`config.mk`:
```
export PLATFORM = sky130hd
export DESIGN_NAME = bss_mod
export DESIGN_NICKNAME = d
export VERILOG_FILES = /design/src/rtl/core/bss_pkg.sv /design/src/rtl/core/bss_mod.sv
export SDC_FILE = /design/constraint.sdc
export NUM_CORES = 1
export LEC_CHECK = 0
export ABC_AREA = 1
export BUFFER_PORTS_ARGS = -buffer_cell sky130_fd_sc_hd__buf_2
export CAP_MARGIN = 30
export CORE_MARGIN = 2
export CORE_UTILIZATION = 55
export DETAILED_ROUTE_END_ITERATION = 10
export GPL_TIMING_DRIVEN = 0
export HOLD_SLACK_MARGIN = 0.08
export PLACE_DENSITY_LB_ADDON = 0.05
export SETUP_SLACK_MARGIN = 0.1
export SLEW_MARGIN = 10
export SYNTH_ARGS = -nofsm -noshare
export SYNTH_HDL_FRONTEND = slang
export SYNTH_SLANG_ARGS = --single-unit
export TNS_END_PERCENT = 1
```
`constraint.sdc`:
```
create_clock -name i_clk -period 4.4 [get_ports i_clk]
set_input_delay 0.44 -clock i_clk [delete_from_list [all_inputs] [get_ports i_clk]]
set_output_delay 0.44 -clock i_clk [all_outputs]
set_load 0.005 [all_outputs]
```
`src/rtl/core/bss_pkg.sv`:
```
// types, codes and sizes shared by the batch store shuffle block
package bss_pkg;

    localparam int MAX_ENTRIES = 256;
    localparam int IDX_W       = 8;
    localparam int CNT_W       = 9;
    localparam int RND_W       = 32;
    localparam int HND_W       = 32;
    localparam int SIZE_W      = 16;

    typedef enum logic [1:0] {
        OP_ADD     = 2'd0,
        OP_SHUFFLE = 2'd1,
        OP_GET     = 2'd2,
        OP_CLEAR   = 2'd3
    } t_op;

    typedef enum logic [1:0] {
        ST_OK      = 2'd0,
        ST_INVALID = 2'd1,
        ST_FULL    = 2'd2
    } t_status;

    typedef struct packed {
        t_op                op;
        logic [HND_W-1:0]   entry_handle;
        logic [SIZE_W-1:0]  entry_size;
        logic [IDX_W-1:0]   index;
        logic [RND_W-1:0]   random_word;
    } t_cmd;

    typedef struct packed {
        t_status            status;
        logic [HND_W-1:0]   out_handle;
        logic [SIZE_W-1:0]  out_size;
        logic               is_final;
        logic [CNT_W-1:0]   entry_count;
    } t_result;

    typedef struct packed {
        logic [HND_W-1:0]   handle;
        logic [SIZE_W-1:0]  size;
    } t_entry;

endpackage

```
`src/rtl/core/bss_mod.sv`:
```
// bit-serial remainder unit: random word modulo a small bound
module bss_mod (
    input  logic                        i_clk,
    input  logic                        i_rst_n,
    input  logic                        i_start,
    input  logic [bss_pkg::RND_W-1:0]   i_dividend,
    input  logic [bss_pkg::CNT_W-1:0]   i_divisor,
    output logic                        o_done,
    output logic [bss_pkg::IDX_W-1:0]   o_rem
);
    import bss_pkg::*;

    localparam int STEP_W = $clog2(RND_W);

    logic [RND_W-1:0]  r_dvd;
    logic [CNT_W-1:0]  r_dvs;
    logic [IDX_W-1:0]  r_rem;
    logic [STEP_W-1:0] r_step;
    logic              r_run;
    logic              r_done;

    logic [CNT_W-1:0]  w_trial;
    logic [IDX_W-1:0]  w_rem_next;

    // remainder stays below the bound, so one subtract per bit
    always_comb begin
        w_trial = {r_rem, r_dvd[RND_W-1]};
        if (w_trial >= r_dvs) begin
            w_rem_next = IDX_W'(w_trial - r_dvs);
        end else begin
            w_rem_next = w_trial[IDX_W-1:0];
        end
    end

    always_ff @(posedge i_clk) begin
        if (!i_rst_n) begin
            r_run  <= 1'b0;
            r_done <= 1'b0;
            r_step <= '0;
        end else begin
            r_done <= 1'b0;
            if (i_start) begin
                r_run  <= 1'b1;
                r_step <= '0;
            end else if (r_run) begin
                r_step <= r_step + 1'b1;
                if (r_step == STEP_W'(RND_W - 1)) begin
                    r_run  <= 1'b0;
                    r_done <= 1'b1;
                end
            end
        end
    end

    always_ff @(posedge i_clk) begin
        if (i_start) begin
            r_dvd <= i_dividend;
            r_dvs <= i_divisor;
            r_rem <= '0;
        end else if (r_run) begin
            r_dvd <= {r_dvd[RND_W-2:0], 1'b0};
            r_rem <= w_rem_next;
        end
    end

    assign o_done = r_done;
    assign o_rem  = r_rem;

endmodule

```
* Word-level counts from Yosys, hierarchy flattened
Cells that the tools add are included.
Word-level totals: bits in latches 0, output and inout port bits 9, input port bits 44, register bits 56, bits in read-only memories 0, bits in writable memories 0, logic and storage cells 22, memories 0
Cells by class: muxes and demuxes 7, shifts and indexed selects 0, eq/ne operators 1, $add $sub $neg 2, bitwise logic cells 2, reductions and logical operators 3, divide/modulo/power cells 0, multiply operators 0, $lt $le $gt $ge 1
Operator list (count):
- two-way mux 32 bit | 2
- greater-or-equal comparator 9 bit | 1
- two-way mux 8 bit | 1
- subtractor 8 bit | 1
- adder 5 x 1 -> 5 bit (second input constant) | 1
- equality test 5 bit (second input constant) | 1
- two-way mux 1 bit | 4
- OR reduction 3 bit | 1
- NOT 1 bit | 2
- nonzero test 2 bit | 1
- OR reduction 2 bit | 1

* Longest topological paths before layout
Gate-level depths: netlist of the first run.
depth in word-level cells 4, depth in mapped cells 13, mapped depth without buffers 13

* Worst setup path before layout of the first run
No wires, ideal clock.
path kind input-to-reg, start point in i_start, end point reg r_dvd[0], enable pin, library setup time 0.408 ns, slack 2.547 ns, data arrival time 1.445 ns, stages 3, required time 3.992 ns, cells stage by stage buf_2 > nor2_1 > inv_1
On the way: longest elaborated chain between the ends 1
Ends and longest elaborated chain:
- from (decl) | line bss_mod.sv:5 | input logic i_start,
- nonzero test 2 bit (no source line)
- to (signal assigned) | line bss_mod.sv:57 | r_dvd <= i_dividend;
- to (signal assigned) | line bss_mod.sv:61 | r_dvd <= {r_dvd[RND_W-2:0], 1'b0};
- to (decl) | line bss_mod.sv:15 | logic [RND_W-1:0] r_dvd;
Every way passes these cells. A chain may end at the register's enable or synchronous reset.

* Worst setup path in the final report of the first run
start point in i_start, end point reg r_dvd[31], enable pin
The elaborated chain is that of the path after synthesis.

==> flow_summary_export.csv, run 1 <==
group,metric,value,unit
outcome,outcome,"completed",
synthesis,synth_area_per_cell,8.731,um2
critical_path,worst-setup-path-type,"input port to flip-flop",
clock_network,cts_buffer_depth,2,
die,die_y,74.83,um
routing,post_drt_via_cell_ratio,4.829,
synthesis,synth.most_common_cell,"nand2_1",
synthesis,synthTopCellsByArea,"edfxtp_1 45%, nand2_1 20%, dfxtp_1 11%, ha_1 5.0%, inv_1 3.5%",
global_route,grt_max_degree,21,
placement,gp_congestion,0.9040,
synthesis,yosys_warnings,0,
synthesis,ys_seq_area_share,55.51,%
critical_path,startpoint,"i_start",
timing,max_freq,0.4681,GHz
clock_network,htreeDepth,2,
synthesis,synth-seq-cells,56,
clock_network,clock_latency,300,ps
die,rows,25,
pwr,irDropWorstVdd,0.0002792,V
synthesis,synthAdderAreaFrac,5.714,%
synthesis,synth_xor_area_share,0.9524,%
finish,syn2layout_area_growth,17.87,%
routing,firstDrtPassIters,4,
placement,dpl.hpwl,3.825,mm
critical_path,crit_path_end_kind,"flip-flop",
clock_network,cts-resized-gates,0,
critical_path,rrSetupSlack,2440,ps
global_route,grt_first_pass_wirelength,8.445,mm
global_route,grt-ovfl-total,0,
hold_path,whs_path_depth,1,
synthesis,synthCells,316,
clock_network,cts_made_buffers,5,
clock_network,cts_tree,"built",
timing,setup_tns,0,ps
die,die_width,74.83,um
synthesis,synth_top_area_share,44.63,%
synthesis,synthMuxAreaShare,0,%
synthesis,synth_ff_type,"edfxtp_1",
finish,final_nets,432,
hold_path,min_from,"i_divisor[1]",
synthesis,synth_top_family_by_area,"simple AND/OR/NAND/NOR gates",
timing,maxSlewHeadroom,53.93,%
timing,fin_worst_skew,4.542,ps
critical_path,crit_fanout,20,
clock_network,clk_pin_slew,90,ps
synthesis,synthSimpleGateAreaFrac,29.89,%
timing,period_minus_slack,2136,ps
pwr,power_leakage,1.640,nW
timing,final_hold_viol_count,0,
synthesis,synth_area_leader_cell,"edfxtp_1",
pwr,power.density,335.1,nW/um2
flow_run,maxCapViolations,0,
synthesis,syn_area,2759,um2
global_route,antenna_found_initial,0,
clock_network,cts.sinks,56,
finish,antenna_cells,0,
die,fp.coreArea,4786,um2
global_route,grt_pass1_vias,2009,
timing,grt_setup_unrepaired,"no",
global_route,grt_use_total,19.44,%
routing,vias,2144,
synthesis,synth_common_cells,"149 x nand2_1, 41 x edfxtp_1, 26 x inv_1",
routing,wl_per_cell,11.37,um
critical_path,rr_endpoint,"r_dvd[31]",
synthesis,async_flop_share,0,%
placement,io_buffers,52,
finish,post-route-util,67.95,%
synthesis,synth_cell_types,30,
clock_network,post-cts-setup-buffers,0,
routing,routed_wirelength,5.047,mm
timing,slew_violations,0,
critical_path,r2r_start,"r_run",
synthesis,synth_compound_area_share,2.585,%
routing,drc,0,
timing,worst-slew-pin-transition,688.6,ps
routing,ant_nets,0,
clock_network,root_buffer,"clkbuf_8",
routing,drt_iter0_drc,121,
finish,nFillCells,413,
timing,timing.final.crit_share,48.55,%
finish,drive_gt1_share,19.36,%
die,io_pins,53,
die,start_util,57.65,%
hold_path,worstHoldPathType,"input port to flip-flop",
critical_path,rr_worst_depth,3,
timing,finalSetupViolCount,0,
critical_path,cp_data_required_time,4460,ps
critical_path,cp-start-kind,"input port",
synthesis,syn-num-nets,372,
critical_path,cp.arrival,2200,ps
hold_path,min_to,"r_dvs[1]",
clock_network,holdBufCountCts,0,
synthesis,synth_edf_count,41,
die,die_area,5599,um2
## how the worst max path moves through the flow
stage	end	depth (start not counted)	slack, ps
6_report	r_dvd[31]	5	2260
5_1_grt	r_dvd[31]	5	2150
4_1_cts	r_dvd[31]	5	2230
3_5_place_dp	r_dvd[24]	5	1920
3_3_place_gp	r_dvd[27]	4	1740
2_1_floorplan	r_dvd[0]	3	2550
## final cells by class
type	instances	area, um2	share of cell area [%]
well taps	67	83.83	2.578
flip-flops and latches	56	1531	47.10
multi-input cells	221	1080	33.21
repair buffers	53	287.8	8.850
inverters	32	120.1	3.694
plain buffers	7	27.53	0.8465
clock buffers	8	121.4	3.732
## placed cells by master (no fill, tap or decap)
cell type and n:
a211oi_1 1, nand3_4 1, nor4_1 1, nand3_2 1, xor2_1 3, a21oi_1 7
buf_16 1, edfxtp_1 41, nand2_1 149, fa_1 1, o21bai_1 1, ha_1 11
buf_2 53, nor2_2 1, inv_1 26, nor3_1 4, o21ai_0 1, clkbuf_8 7
clkbuf_16 1, nand3b_1 7, nand3_1 13, a21oi_4 1, and3_1 1, nor2_1 12
or2_1 1, buf_1 1, clkinv_1 2, dfxtp_1 15, nand4_1 1, inv_2 4
clkbuf_1 5, nand2_2 2, nand2_4 1
## worst max-delay path, cell delays in order
cell	delay [ps]
buf_2	190
buf_2	220
nor2_1	550
inv_1	480
buf_16	300
## metrics by stage
step / total power, mW / worst slack (ps) / hold slack [ps] / std cells / area, um2
floorplan: 0.7215 / 2547 / 442.3 / 316 / 2759
finish: 1.090 / 2264 / 313.2 / 444 / 3252
global placement: 0.7643 / 1742 / 452.3 / 435 / 3103
CTS: 1.100 / 2231 / 306.8 / 444 / 3252
detailed placement: 0.7720 / 1915 / 461.8 / 436 / 3131
global route: 1.144 / 2146 / 300.9 / 444 / 3252
## cell families after synthesis
group           after synthesis
buf+inv                      39
flops                        56
fa+ha+maj                    12
xor+xnor                      3
simple gates                195
compound gates               11
## power breakdown
| group | switching (mW) | total, mW | leakage [nW] | internal [mW] |
|---|---|---|---|---|
| clock | 0.153 | 0.331 | 0.0627 | 0.178 |
| sequential | 0.0135 | 0.628 | 0.539 | 0.614 |
| combinational | 0.0786 | 0.132 | 1.04 | 0.0529 |
| total | 0.245 | 1.09 | 1.64 | 0.845 |
## sequential cells by signal, summed over array words and instances (netlist names)
name	count
r_dvd	32
o_rem	8
r_step	5
r_run	1
o_done	1
r_dvs	9
## routing by layer
layer,routed length (um),track usage [%],vias to the layer above,share of wire (%)
met5,0,0,-,0
met4,37,4.167,0,0.73
met3,232,4.150,4,4.6
met2,2307,32.75,45,46
met1,2470,26.13,965,49
li1,-,-,1130,-
No activity file was read; power rests on OpenSTA's default activity.
==> run 2: changes to the inputs <==
- ABC_AREA: 1 -> 0
- CORE_UTILIZATION: 55 -> 50
- clock period: 4.4 -> 1.9 ns (I/O delays scaled with it)
==> flow_summary_export.csv, run 2 <==
group,metric,value,unit
synthesis,synth_top_area_share,44.40,%
synthesis,syn-num-nets,274,
synthesis,synth.most_common_cell,"edfxtp_1",
critical_path,rrSetupSlack,-270,ps
timing,period_minus_slack,2173,ps
finish,syn2layout_area_growth,23.15,%
finish,final_common_cell,"buf_2",
synthesis,synth_common_cells,"41 x edfxtp_1, 31 x mux2_2, 19 x nor2_1",
clock_network,clock_latency,310,ps
outcome,outcome,"finished with violations",
timing,worst-slew-pin-transition,544.7,ps
timing,maxSlewHeadroom,63.69,%
placement,gp_congestion,0.8047,
finish,fin_area,3415,um2
finish,regMostFlops,"r_dvd",
pwr,power.density,789.7,nW/um2
outcome,violations,"negative setup slack",
routing,post_drt_via_cell_ratio,5.411,
pwr,irDropWorstVdd,0.0004758,V
synthesis,synth_ff_type,"edfxtp_1",
global_route,grt_max_degree,33,
finish,layout_common_cells,"52 x buf_2, 41 x edfxtp_1, 31 x mux2_2",
timing,fin_worst_skew,2.585,ps
timing,max_freq,0.4601,GHz
timing,final_hold_viol_count,0,
timing,slew_violations,0,
hold_path,worstHoldPathType,"input port to flip-flop",
routing,vias,1948,
critical_path,cp_cell_sequence,"inv_1 -> ha_2 -> fa_2 -> nand2b_4 -> a2111oi_4 -> a211oi_2 -> or3_1 -> a311oi_2",
critical_path,r2r_start,"r_dvd[31]",
critical_path,startpoint,"r_dvd[31]",
global_route,grt_pass1_vias,1906,
die,die_y,78.47,um
clock_network,cts_made_buffers,5,
synthesis,syn_area,2773,um2
hold_path,whs_path_depth,2,
routing,wl_met3,237,um
routing,drt_iter0_drc,129,
routing,drc,0,
finish,final_nets,343,
synthesis,synthCells,218,
routing,top_layer_used,"met4",
routing,ant_nets,0,
placement,io_buffers,52,
synthesis,async_flop_share,0,%
hold_path,min_from,"i_rst_n",
critical_path,crit_path_end_kind,"flip-flop",
critical_path,cpPeakStageDelay,360,ps
finish,nFillCells,459,
finish,antenna_cells,0,
critical_path,cp.arrival,2400,ps
hold_path,min_to,"r_run",
global_route,antenna_found_initial,0,
critical_path,rr_worst_depth,8,
timing,timing.final.crit_share,114.4,%
placement,place_ws,-522.6,ps
routing,wl_met2,2.565,mm
synthesis,ys_seq_area_share,55.23,%
routing,routed_wirelength,5.354,mm
routing,firstDrtPassIters,4,
global_route,grt_first_pass_wirelength,9.011,mm
global_route,grt-ovfl-total,0,
placement,dpl.hpwl,3.648,mm
routing,routedLengthMet1,2.504,mm
finish,drive_gt1_share,37.85,%
timing,grt_setup_unrepaired,"yes",
clock_network,htreeDepth,2,
die,rows,27,
clock_network,cts.sinks,56,
die,fp.coreArea,5439,um2
clock_network,clk_pin_slew,100,ps
timing,hold_slack,99.36,ps
die,die_width,78.47,um
synthesis,synth-seq-cells,56,
clock_network,root_buffer,"clkbuf_8",
critical_path,slowest_stage,"edfxtp_1",
synthesis,synth_area_per_cell,12.72,um2
placement,placed_area,3154,um2
synthesis,synth_cell_types,42,
global_route,grt_use_total,18.64,%
pwr,power_leakage,1.350,nW
routing,wl_per_cell,14.87,um
timing,setup_ws,-273.5,ps
pwr,power,2.696,mW
critical_path,worst-setup-path-type,"flip-flop to flip-flop",
synthesis,synthTopCellsByArea,"edfxtp_1 44%, mux2_2 13%, dfxtp_1 11%, ha_1 5.0%, nor2_1 2.6%",
die,start_util,50.98,%
finish,multi_input_area,1272,um2
clock_network,cts_tree,"built",
die,die_area,6157,um2
synthesis,yosys_warnings,0,
critical_path,rr_endpoint,"o_rem[6]",
synthesis,synth_area_leader_cell,"edfxtp_1",
synthesis,synth_edf_count,41,
timing,finalSetupViolCount,5,
finish,largest_reg_flops,32,
placement,dp_cells,342,
die,io_pins,53,
finish,regArea,1531,um2
critical_path,cp_data_required_time,2130,ps
critical_path,cp-start-kind,"flip-flop",
clock_network,cts_buffer_depth,2,
flow_run,maxCapViolations,0,
finish,finalNonFillerCells,360,
critical_path,crit_fanout,4,
[run 2: cell types whose count changed in the layout (fill, tap and decap cells not counted), sizes merged, moves of 4 or more]
cell / previous run / this run
inv: 30 / 13
nor3: 4 / 0
a311oi: 0 / 6
a21oi: 8 / 4
nor2: 13 / 19
mux2: 0 / 31
nand3b: 7 / 1
nand2: 152 / 5
dlygate4sd3: 0 / 9
nor3b: 0 / 4
nand3: 15 / 3
o21ai: 1 / 9
nand2b: 0 / 6
[run 2: where the power goes]
part,internal [mW],switching (mW)
clock network,0.267,0.394
registers,1.43,0.0459
logic,0.279,0.275
[run 2: worst max-delay path by stage]
stage / slack (ps) / cells after the start / end
final: -270 / 8 / o_rem[6]
after global placement: -530 / 4 / r_dvd[24]
after CTS: -250 / 7 / o_rem[6]
after detailed placement: -520 / 4 / r_dvd[24]
after floorplan: -120 / 8 / o_rem[6]
after global routing: -380 / 8 / o_rem[6]
[run 2: cell type report]
class                           instances  area share [%]
Timing Repair Buffer                   62           10.48
Tap cell                               72           2.638
Multi-Input combinational cell        142           37.27
Clock inverter                          1          0.2565
Buffer                                  8          0.9527
Clock buffer                            7           2.235
Sequential cell                        56           44.85
Inverter                               12           1.319
[run 2: repair_timing]
item | CTS | global route
hold buffers | 9 | 0
resized for setup | 13 | 1
pin swaps | 4 | 2
endpoints found under the hold margin | 9 | 0
setup buffers | 0 | 1
endpoints found under the setup margin | 40 | 40
[run 2: cells by family after synthesis]
kind of cell	Yosys count	share of synthesized area [%]
XOR/XNOR	4	1.264
adder cells (fa/ha/maj)	12	5.686
multiplexers	33	13.31
buffers and inverters	20	2.708
AO/OA/AOI/OAI	35	10.24
flip-flops	56	55.23
AND/OR/NAND/NOR	58	11.55
[run 2: per-stage QoR]
step / TNS, ps / utilization, %
3_5_place_dp: -19680 / 57.99
2_1_floorplan: -184.3 / -
6_report: -559.8 / 62.78
4_1_cts: -623.7 / 62.59
3_3_place_gp: -19590 / 57.99
5_1_grt: -1437 / 62.78
[run 2: metal layers]
layer | global-route usage [%] | up-vias
met5 | 0 | -
met4 | 4.211 | 0
met3 | 4.713 | 5
met2 | 30.52 | 47
met1 | 25.11 | 938
li1 | - | 958
[run 2: worst max-delay path, delay by kind of cell (launching register included)]
kind,cells,cell delay (ps)
compound gates,3,600
fa+ha+maj,2,540
buf+inv,1,50
flops,1,360
simple gates,2,540
==> run 3: changes to the inputs <==
- CORE_MARGIN: 2 -> unset
- RECOVER_POWER: unset -> 25
==> flow_summary_export.csv, run 3 (synthesis gave the netlist of run 2 again) <==
group,metric,value,unit
finish,final_nets,343,
clock_network,clk_pin_slew,100,ps
timing,setup_ws,-329.8,ps
critical_path,worst-setup-path-type,"flip-flop to flip-flop",
die,fp.coreArea,5238,um2
placement,dpl.hpwl,3.606,mm
pwr,power_leakage,1.358,nW
critical_path,path_delay_family,"compound AO/OA/AOI/OAI gates",
finish,regMostFlops,"r_dvd",
hold_path,worstHoldPathType,"input port to flip-flop",
critical_path,rr_worst_depth,8,
outcome,violations,"negative setup slack",
hold_path,whs_path_depth,2,
hold_path,min_to,"r_run",
timing,final_hold_viol_count,0,
finish,post-route-util,65.89,%
timing,slew_violations,0,
clock_network,cts.sinks,56,
critical_path,rr_endpoint,"o_rem[6]",
critical_path,cp_cell_sequence,"inv_1 -> ha_2 -> fa_2 -> nand2b_4 -> a2111oi_4 -> a211oi_2 -> or3_4 -> a311oi_2",
die,die_y,76.47,um
routing,vias,1953,
critical_path,cpPeakStageDelay,400,ps
global_route,grt_pass1_vias,1874,
routing,ant_nets,0,
routing,firstDrtPassIters,4,
critical_path,rrSetupSlack,-330,ps
timing,period_minus_slack,2230,ps
timing,fin_worst_skew,5.393,ps
die,io_pins,53,
critical_path,cp-start-kind,"flip-flop",
finish,drive_gt1_share,37.85,%
global_route,antenna_found_initial,0,
critical_path,cp.arrival,2460,ps
routing,drc,0,
routing,drt_iter0_drc,112,
pwr,irDropWorstVdd,0.0004729,V
timing,maxSlewHeadroom,60.65,%
timing,max_freq,0.4485,GHz
finish,largest_reg_flops,32,
critical_path,cp_num_cells,8,
global_route,grt-ovfl-total,0,
placement,place_ws,-580.5,ps
finish,final_common_cell,"buf_2",
critical_path,path_buf_inv,1,
timing,grt_setup_unrepaired,"yes",
pwr,power,2.834,mW
timing,timing.final.crit_share,117.4,%
hold_path,min_from,"i_rst_n",
timing,worst-slew-pin-transition,590.3,ps
placement,io_buffers,52,
die,start_util,52.94,%
clock_network,htreeDepth,2,
finish,antenna_cells,0,
finish,syn2layout_area_growth,24.46,%
clock_network,cts_buffer_depth,2,
clock_network,cts_made_buffers,5,
critical_path,r2r_start,"r_dvd[31]",
flow_run,maxCapViolations,0,
die,die_area,5847,um2
pwr,power.density,821.3,nW/um2
critical_path,crit_fanout,4,
routing,routed_wirelength,5.293,mm
global_route,grt_use_total,19.16,%
critical_path,crit_path_end_kind,"flip-flop",
routing,wl_per_cell,14.78,um
critical_path,slowest_stage,"or3_4",
outcome,outcome,"finished with violations",
global_route,grt_max_degree,33,
global_route,grt_first_pass_wirelength,8.769,mm
timing,finalSetupViolCount,6,
clock_network,root_buffer,"clkbuf_8",
placement,gp_congestion,0.7942,
finish,layout_common_cells,"49 x buf_2, 41 x edfxtp_1, 31 x mux2_2",
clock_network,clock_latency,310,ps
routing,post_drt_via_cell_ratio,5.455,
die,rows,26,
die,die_width,76.47,um
clock_network,cts_tree,"built",
timing,hold_slack,98.34,ps
critical_path,cp_data_required_time,2130,ps
-- run 3: changes by cell type in the layout (fill, tap and decap cells not counted), sizes merged --
cell / delta
buf: -3
bufinv: +1
clkbuf: +1
clkinv: +2
inv: -1
-- run 3: how the worst max path moves through the flow --
| stage | startpoint | to | slack, ps |
|---|---|---|---|
| after floorplan | r_dvd[31] | o_rem[6] | -120 |
| after global placement | i_start | r_dvd[23] | -580 |
| after detailed placement | i_start | r_dvd[18] | -580 |
| after CTS | r_dvd[31] | o_rem[6] | -300 |
| after global routing | r_dvd[31] | o_rem[6] | -440 |
| final | r_dvd[31] | o_rem[6] | -330 |
-- run 3: report_power, final --
part | internal, mW | switching [mW]
combinational | 0.286 | 0.285
clock | 0.391 | 0.393
sequential | 1.43 | 0.0440
-- run 3: layout make-up --
class | instances | area, um2
fill | 421 | 1787
sequential | 56 | 1531
multi-input combinational | 142 | 1285
timing repair buffer | 62 | 354.1
tap | 70 | 87.58
clock buffer | 5 | 68.82
inverter | 12 | 45.04
clock inverter | 3 | 42.54
buffer | 8 | 36.28
-- run 3: stage by stage --
stage / setup TNS [ps] / cells / area (um2)
detailed placement: -21890 / 340 / 3152
finish: -667.8 / 358 / 3451
global route: -3646 / 358 / 3451
CTS: -1412 / 357 / 3368
floorplan: -184.3 / 218 / 2804
global placement: -21430 / 340 / 3152
-- run 3: repair_timing --
item | CTS | global route
setup buffers | 0 | 1
pin swaps | 0 | 7
hold endpoints to repair | 9 | 0
hold buffers | 9 | 0
gates resized for setup | 6 | 16
setup endpoints to repair | 40 | 40
-- run 3: per-layer routing --
| metal | track usage (%) | vias to the layer above | routed length (um) |
|---|---|---|---|
| met5 | 0 | - | 0 |
| met4 | 6.923 | 0 | 70 |
| met3 | 3.952 | 7 | 193 |
| met2 | 30.18 | 48 | 2486 |
| met1 | 26.13 | 934 | 2543 |
| li1 | - | 964 | - |
